`src/hdl/lwcb_pkg.sv`:
```
package lwcb_pkg;

    // Pixel component and offset widths
    localparam int PIX_W  = 8;
    localparam int OFS_W  = 9;
    localparam int IDX_W  = 3;
    localparam int NUM_CFG = 6;

    // Register indexes
    localparam logic [IDX_W-1:0] CFG_SHADOW_RED      = 3'd0;
    localparam logic [IDX_W-1:0] CFG_SHADOW_GREEN    = 3'd1;
    localparam logic [IDX_W-1:0] CFG_SHADOW_BLUE     = 3'd2;
    localparam logic [IDX_W-1:0] CFG_HIGHLIGHT_RED   = 3'd3;
    localparam logic [IDX_W-1:0] CFG_HIGHLIGHT_GREEN = 3'd4;
    localparam logic [IDX_W-1:0] CFG_HIGHLIGHT_BLUE  = 3'd5;

    // Fixed-point luma weights (sum 256)
    localparam logic [7:0] LUMA_WR = 8'd77;
    localparam logic [7:0] LUMA_WG = 8'd150;
    localparam logic [7:0] LUMA_WB = 8'd29;
    localparam logic [7:0] LUMA_RND = 8'd128;

    // Number of register stages from accept to result
    localparam int PIPE_DEPTH = 4;

    typedef logic [PIX_W-1:0]        pix_t;
    typedef logic signed [OFS_W-1:0] ofs_t;

    // Stage enable handed to each datapath block
    typedef struct packed {
        logic advance;
    } stage_ctl_t;

endpackage

```
`src/hdl/lwcb_luma.sv`:
```
// Stage 1: fixed-point luma, pixel carried alongside.
module lwcb_luma
(
    input  logic                 clk,
    input  lwcb_pkg::stage_ctl_t ctl,
    input  lwcb_pkg::pix_t       red,
    input  lwcb_pkg::pix_t       green,
    input  lwcb_pkg::pix_t       blue,
    output lwcb_pkg::pix_t       luma,
    output lwcb_pkg::pix_t       red_q,
    output lwcb_pkg::pix_t       green_q,
    output lwcb_pkg::pix_t       blue_q
);

    logic [15:0]    sum;
    lwcb_pkg::pix_t luma_reg, luma_next;
    lwcb_pkg::pix_t red_reg, green_reg, blue_reg;

    // max 256*255+128 fits 16 bits
    assign sum = 16'(red) * 16'(lwcb_pkg::LUMA_WR) + 16'(green) * 16'(lwcb_pkg::LUMA_WG)
               + 16'(blue) * 16'(lwcb_pkg::LUMA_WB) + 16'(lwcb_pkg::LUMA_RND);
    assign luma_next = sum[15:8];

    always_ff @(posedge clk)
    begin
        if (ctl.advance)
        begin
            luma_reg  <= luma_next;
            red_reg   <= red;
            green_reg <= green;
            blue_reg  <= blue;
        end
    end

    assign luma    = luma_reg;
    assign red_q   = red_reg;
    assign green_q = green_reg;
    assign blue_q  = blue_reg;

endmodule

```
`src/hdl/lwcb_chan.sv`:
```
// Stages 2..4 for one color channel: weight products, sum, floor /255 with saturation.
module lwcb_chan
(
    input  logic                 clk,
    input  lwcb_pkg::stage_ctl_t ctl,
    input  lwcb_pkg::pix_t       luma,
    input  lwcb_pkg::pix_t       comp,
    input  lwcb_pkg::ofs_t       shadow,
    input  lwcb_pkg::ofs_t       highlight,
    output lwcb_pkg::pix_t       result
);

    lwcb_pkg::pix_t     dark;
    logic signed [17:0] p_sh_reg, p_sh_next;
    logic signed [17:0] p_hi_reg, p_hi_next;
    logic [16:0]        c255_reg, c255_next;
    logic signed [18:0] t_reg, t_next;
    logic [15:0]        x;
    logic [15:0]        xq;
    lwcb_pkg::pix_t     res_reg, res_next;

    // stage 2: products
    assign dark      = 8'(8'd255 - luma);
    assign p_sh_next = 18'(shadow * $signed({1'b0, dark}));
    assign p_hi_next = 18'(highlight * $signed({1'b0, luma}));
    assign c255_next = {1'b0, comp, 8'd0} - 17'(comp);

    // stage 3: t = 255*c + weighted offsets, within -65280..130050
    assign t_next = 19'(p_sh_reg) + 19'(p_hi_reg) + 19'($signed({2'b00, c255_reg}));

    // stage 4: floor(t/255) for 0 <= t < 65280 is (x + 1 + (x >> 8)) >> 8
    assign x  = t_reg[15:0];
    assign xq = x + 16'd1 + 16'(x[15:8]);

    always_comb
    begin
        if (t_reg < 0)
            res_next = '0;
        else if (t_reg >= 19'sd65280)
            res_next = 8'd255;
        else
            res_next = xq[15:8];
    end

    always_ff @(posedge clk)
    begin
        if (ctl.advance)
        begin
            p_sh_reg <= p_sh_next;
            p_hi_reg <= p_hi_next;
            c255_reg <= c255_next;
            t_reg    <= t_next;
            res_reg  <= res_next;
        end
    end

    assign result = res_reg;

endmodule

```
`src/hdl/luma_weighted_color_balance_core.sv`:
```
// Luma-weighted color balance. Each request is one RGBA pixel; the block forms
// an 8-bit luma (77R+150G+29B+128)>>8 and moves each color channel by
// floor((shadow*(255-luma) + highlight*luma)/255), saturating to 0..255.
// Alpha is passed through. The datapath is a four-stage pipeline (luma,
// weight products, sum, divide-by-255 and saturate) that takes one pixel per
// clock whenever the pipe advances. The whole pipe stalls together while
// out_valid is high and out_ready is low; bubbles are not squeezed out, they
// move along with the pipe. The six offsets are written through
// cfg_we/cfg_index/cfg_data (index order: shadow red, green, blue, highlight
// red, green, blue; 9-bit two's complement, reset 0); writes to other indexes
// are dropped. Change offsets only while the pipe is empty.
module luma_weighted_color_balance_core
(
    input  logic                         clk,
    input  logic                         rst_n,

    input  logic                         cfg_we,
    input  logic [lwcb_pkg::IDX_W-1:0]   cfg_index,
    input  logic [lwcb_pkg::OFS_W-1:0]   cfg_data,

    input  logic                         in_valid,
    output logic                         in_ready,
    input  logic [7:0]                   in_red,
    input  logic [7:0]                   in_green,
    input  logic [7:0]                   in_blue,
    input  logic [7:0]                   in_alpha,

    output logic                         out_valid,
    input  logic                         out_ready,
    output logic [7:0]                   out_red,
    output logic [7:0]                   out_green,
    output logic [7:0]                   out_blue,
    output logic [7:0]                   out_alpha
);

    // offset registers
    lwcb_pkg::ofs_t sh_r_reg, sh_g_reg, sh_b_reg;
    lwcb_pkg::ofs_t hi_r_reg, hi_g_reg, hi_b_reg;

    // per-stage valid, stage 1 at bit 0
    logic [lwcb_pkg::PIPE_DEPTH-1:0] vld_reg, vld_next;
    logic                            advance;
    lwcb_pkg::stage_ctl_t            ctl;

    // alpha delay line alongside the datapath
    lwcb_pkg::pix_t alpha_reg [lwcb_pkg::PIPE_DEPTH];

    lwcb_pkg::pix_t luma, red_s1, green_s1, blue_s1;

    // -------------------------------------------------------------------
    // Configuration writes
    // -------------------------------------------------------------------
    always_ff @(posedge clk or negedge rst_n)
    begin
        if (!rst_n)
        begin
            sh_r_reg <= '0;
            sh_g_reg <= '0;
            sh_b_reg <= '0;
            hi_r_reg <= '0;
            hi_g_reg <= '0;
            hi_b_reg <= '0;
        end
        else if (cfg_we)
        begin
            unique case (cfg_index)
                lwcb_pkg::CFG_SHADOW_RED:      sh_r_reg <= cfg_data;
                lwcb_pkg::CFG_SHADOW_GREEN:    sh_g_reg <= cfg_data;
                lwcb_pkg::CFG_SHADOW_BLUE:     sh_b_reg <= cfg_data;
                lwcb_pkg::CFG_HIGHLIGHT_RED:   hi_r_reg <= cfg_data;
                lwcb_pkg::CFG_HIGHLIGHT_GREEN: hi_g_reg <= cfg_data;
                lwcb_pkg::CFG_HIGHLIGHT_BLUE:  hi_b_reg <= cfg_data;
                default:                       ; // unmapped index, write dropped
            endcase
        end
    end

    // -------------------------------------------------------------------
    // Pipeline control: whole pipe moves when the output slot is free
    // -------------------------------------------------------------------
    assign advance      = !vld_reg[lwcb_pkg::PIPE_DEPTH-1] || out_ready;
    assign in_ready     = advance;
    assign ctl.advance  = advance;

    assign vld_next = {vld_reg[lwcb_pkg::PIPE_DEPTH-2:0], in_valid};

    always_ff @(posedge clk or negedge rst_n)
    begin
        if (!rst_n)
            vld_reg <= '0;
        else if (advance)
            vld_reg <= vld_next;
    end

    always_ff @(posedge clk)
    begin
        if (advance)
        begin
            alpha_reg[0] <= in_alpha;
            for (int i = 1; i < lwcb_pkg::PIPE_DEPTH; i++)
                alpha_reg[i] <= alpha_reg[i-1];
        end
    end

    // -------------------------------------------------------------------
    // Datapath
    // -------------------------------------------------------------------
    lwcb_luma u_luma
    (
        .clk     (clk),
        .ctl     (ctl),
        .red     (in_red),
        .green   (in_green),
        .blue    (in_blue),
        .luma    (luma),
        .red_q   (red_s1),
        .green_q (green_s1),
        .blue_q  (blue_s1)
    );

    lwcb_chan u_chan_red
    (
        .clk       (clk),
        .ctl       (ctl),
        .luma      (luma),
        .comp      (red_s1),
        .shadow    (sh_r_reg),
        .highlight (hi_r_reg),
        .result    (out_red)
    );

    lwcb_chan u_chan_green
    (
        .clk       (clk),
        .ctl       (ctl),
        .luma      (luma),
        .comp      (green_s1),
        .shadow    (sh_g_reg),
        .highlight (hi_g_reg),
        .result    (out_green)
    );

    lwcb_chan u_chan_blue
    (
        .clk       (clk),
        .ctl       (ctl),
        .luma      (luma),
        .comp      (blue_s1),
        .shadow    (sh_b_reg),
        .highlight (hi_b_reg),
        .result    (out_blue)
    );

    assign out_valid = vld_reg[lwcb_pkg::PIPE_DEPTH-1];
    assign out_alpha = alpha_reg[lwcb_pkg::PIPE_DEPTH-1];

    // -------------------------------------------------------------------
    // Assertions
    // -------------------------------------------------------------------
    a_ready_follows_output: assert property (@(posedge clk) disable iff (!rst_n)
        in_ready == (!out_valid || out_ready))
        else $error("in_ready does not track output slot");

    a_stall_freezes_pipe: assert property (@(posedge clk) disable iff (!rst_n)
        !in_ready |=> $stable(vld_reg))
        else $error("pipeline valids moved during stall");

    // accepted request plus three more advances puts it in the output slot
    a_request_reaches_output: assert property (@(posedge clk) disable iff (!rst_n)
        (in_valid && in_ready) ##1 in_ready ##1 in_ready ##1 in_ready
        |=> out_valid)
        else $error("accepted request did not reach output after four stages");

endmodule

```
`config.mk`:
```
export PLATFORM = sky130hd
export DESIGN_NAME = luma_weighted_color_balance_core
export DESIGN_NICKNAME = d
export VERILOG_FILES = /design/src/hdl/lwcb_pkg.sv /design/src/hdl/lwcb_luma.sv /design/src/hdl/lwcb_chan.sv /design/src/hdl/luma_weighted_color_balance_core.sv
export SDC_FILE = /design/constraint.sdc
export NUM_CORES = 2
export LEC_CHECK = 0
export BUFFER_PORTS_ARGS = -buffer_cell sky130_fd_sc_hd__buf_4
export CORE_ASPECT_RATIO = 1.4
export CORE_MARGIN = 1.5
export CORE_UTILIZATION = 33
export CTS_BUF_LIST = sky130_fd_sc_hd__clkbuf_8
export CTS_CLUSTER_SIZE = 20
export DETAILED_ROUTE_END_ITERATION = 10
export PLACE_DENSITY_LB_ADDON = 0.2
export SLEW_MARGIN = 0
export SYNTH_ARGS = -nofsm -noshare
export SYNTH_HDL_FRONTEND = slang
export SYNTH_HIERARCHICAL = 1
export SYNTH_SLANG_ARGS = --single-unit
```
`constraint.sdc`:
```
create_clock -name clk -period 11.2 [get_ports clk]
set_clock_uncertainty 0.15 [all_clocks]
set_input_delay 1.12 -clock clk [delete_from_list [all_inputs] [get_ports clk]]
set_output_delay 1.12 -clock clk [all_outputs]
set_load 0.005 [all_outputs]
```
==> run summary <==
Synth Area in Adders: 0.385
fraction of synthesized cell area in xor and xnor cells: 0.0423
R2R Setup Slk: 5630 ps
global-route wire length before repair: 136 mm
number of nets in the final layout: 4,483
fmax: 0.145 GHz
critical path required time: 11,480 ps
Max Buffers Root-to-Sink: 3
portion of the clock cycle consumed by the worst path in the final layout: 0.615
average wire per cell in the routed design: 16.3 um
vias in the first global route: 25.5k
Max Cap Violations: 0
worst reg2reg path depth: 16
hold violation total from the final report: 0
TritonCTS clock tree: done
number of max-slew violations in the final report: 0
simple-gate share of the synthesized area: 0.111
share of layout cells above drive strength 1: 0.0815
crit path to: u_luma/luma[7]
most frequent cells in the layout: inv_1 (779), fa_1 (469), ha_1 (389), edfxtp_1 (304), nand2_1 (173)
Placed Cells: 4,974
proportion of register bits with asynchronous set or reset after synthesis: 0.160
number of unique standard cell types used by synthesis: 85
Avg Cell Area, Syn: 10.7 um^2
number of buffers inserted by port buffering: 82
flip-flop and latch count after synthesis: 362
crit start category: primary input
post-detailed-routing wire length: 83.0 mm
starting density of the core: 0.333
# resized after CTS: 0
max reg flops: 32
Mapped Cells: 3,449
compound-gate portion of the synthesized area: 0.0759
start point of the worst hold path: alpha_reg[1][6]
Warnings, synthesis: 6
Final Non-Filler Cells: 5,101
post-CTS setup buffers: 0
1st-pass router iterations: 5
post-route minimum period: 6880 ps
Post-Place Cell Area: 39,500 um^2
Crit Path Class: in2reg
height of the die: 400 um
most common cell after layout, fill and taps aside: inv_1
horizontal extent of the die: 286 um
remaining routing DRC violations: 0
hold-fix buffer count after cts: 0
proportion of synthesized area in mux cells: 0.0179
number of setup violations in the final report: 0
CTS root buf: clkbuf_8
Mapped Nets: 4,356
pre-CTS WS: 3580 ps
total routing usage reported by global routing: 0.152
Antenna Violating Nets Remaining: 0
post-synthesis to final-layout area growth: 10.5%
filler cell count in the final layout: 11.2k
TritonCTS Buffers: 70
pin count of the biggest net entering global routing: 75
count of boundary I/O pins: 83
data arrival time of the critical path: 7170 ps
number of cell rows: 145
Worst-path clk slew: 60 ps
vias after detailed routing: 23.6k
worst setup path start: in_green[4]
weighted congestion reported at the end of routability-driven placement: 0.774
setup TNS after final layout: 0 ps
run status: completed
Slew HR: 0.340
H-tree depth: 3
RSZ-0062 raised after global routing: no
start of the worst register-to-register path: u_luma/luma[0]
Synth Flop Type: edfxtp_1
count of cells along the worst hold path: 0
kind of end point of the critical path: flop
initial detailed-routing violation count: 892
core area: 111,000 um^2
path type of the worst min-delay path: reg2reg
gr ovfl total: 0
average vias per placed instance: 4.63
clock latency on the worst-skew pair: 710 ps
area of the die: 114,000 um^2
netlist area before placement: 37,100 um^2
endpoint of the lowest-slack register-to-register path: u_chan_red/p_sh_reg[16]
number of enable-type register cells in the synthesized netlist: 304
crit-path max FO: 5
TritonCTS sink count: 362
share of synthesized area occupied by flip-flops and latches: 0.285
dominant combinational cell family by area after synthesis: adder cells
final cell area excluding filler cells: 41,000 um^2
setup slack of the critical path after layout: 4320 ps
transition time of the tightest slew-check pin: 991 ps
HPWL after detailed placement: 64.9 mm
number of antenna violations at the first check in global routing: 5
per-layer routing:
layer / vias to the layer above / GRT usage / routed length (um)
met4: 0 / 0.0519 / 2070
met5: - / 0 / 0
met3: 99 / 0.0183 / 2380
met1: 11800 / 0.185 / 35400
li1: 11400 / - / -
met2: 296 / 0.277 / 43100
kinds of logic after synthesis:
family	Yosys count
flops	362
mux	59
simple gates	767
compound gates	415
fa+ha+maj	858
xor+xnor	179
buf+inv	806
other cells	3
critical path: stages:
cell,delay [ps]
buf_4,150
ha_1,290
ha_1,270
inv_1,50
fa_1,460
fa_1,500
inv_1,40
ha_1,320
xnor2_1,250
fa_1,480
fa_1,510
inv_1,50
fa_1,520
inv_1,50
fa_1,440
ha_1,290
ha_1,320
o211a_1,170
a221oi_4,340
a21oi_2,150
a311oi_2,300
xor2_1,100
layout make-up:
class	count	area (um^2)	area share
multi-input cells	2281	23400	0.573
flip-flops and latches	362	10600	0.258
inverters	766	2880	0.0702
well taps	1470	1840	0.0449
clock buffers	77	1060	0.0259
repair buffers	95	713	0.0174
clock inverters	49	439	0.0107
diodes	1	2.50	0.0000611
per-stage QoR:
stage | hold WS (ps) | util
final | 265 | 0.368
after floorplan | 250 | -
after detailed placement | 255 | 0.354
after global routing | 271 | 0.368
after CTS | 267 | 0.368
after global placement | 251 | 0.354
cell usage after synthesis, types with 5 or more instances:
library cell | number | share of area
inv_1 | 766 | 0.078
fa_1 | 469 | 0.25
ha_1 | 389 | 0.13
edfxtp_1 | 304 | 0.25
nand2_1 | 173 | 0.018
xnor2_1 | 135 | 0.032
nor2b_1 | 130 | 0.022
a21oi_1 | 129 | 0.017
nand2b_1 | 118 | 0.020
nor2_1 | 113 | 0.011
and2_1 | 110 | 0.019
o21ai_0 | 63 | 0.0085
dfrtp_1 | 58 | 0.039
mux2_2 | 57 | 0.017
a21o_1 | 46 | 0.0093
xor2_1 | 44 | 0.010
clkbuf_1 | 31 | 0.0031
nor3_1 | 30 | 0.0041
nand3_1 | 29 | 0.0039
o21a_1 | 27 | 0.0055
o211ai_1 | 17 | 0.0034
a211oi_1 | 14 | 0.0028
a31oi_1 | 12 | 0.0020
o31ai_1 | 11 | 0.0022
o21bai_1 | 10 | 0.0020
nand4_1 | 9 | 0.0015
and3_1 | 8 | 0.0014
nor4_1 | 8 | 0.0014
a31o_2 | 6 | 0.0014
o211a_1 | 6 | 0.0016
o21ai_1 | 6 | 0.00081
or4b_1 | 6 | 0.0016
a2111oi_0 | 5 | 0.0012
buf_2 | 5 | 0.00068
o41ai_1 | 5 | 0.0012
or3_1 | 5 | 0.00084
worst min-delay path by stage:
| stage | slack [ps] | to |
|---|---|---|
| 3_5_place_dp | 250 | alpha_reg[2][5] |
| 3_3_place_gp | 250 | alpha_reg[3][4] |
| 4_1_cts | 270 | alpha_reg[2][6] |
| 6_report | 260 | alpha_reg[2][6] |
| 5_1_grt | 270 | alpha_reg[3][6] |
| 2_1_floorplan | 250 | alpha_reg[1][0] |
Power is left out: the tool's default activity adds up to more than one toggle a clock period on the data nets, which glitch-free logic cannot reach.
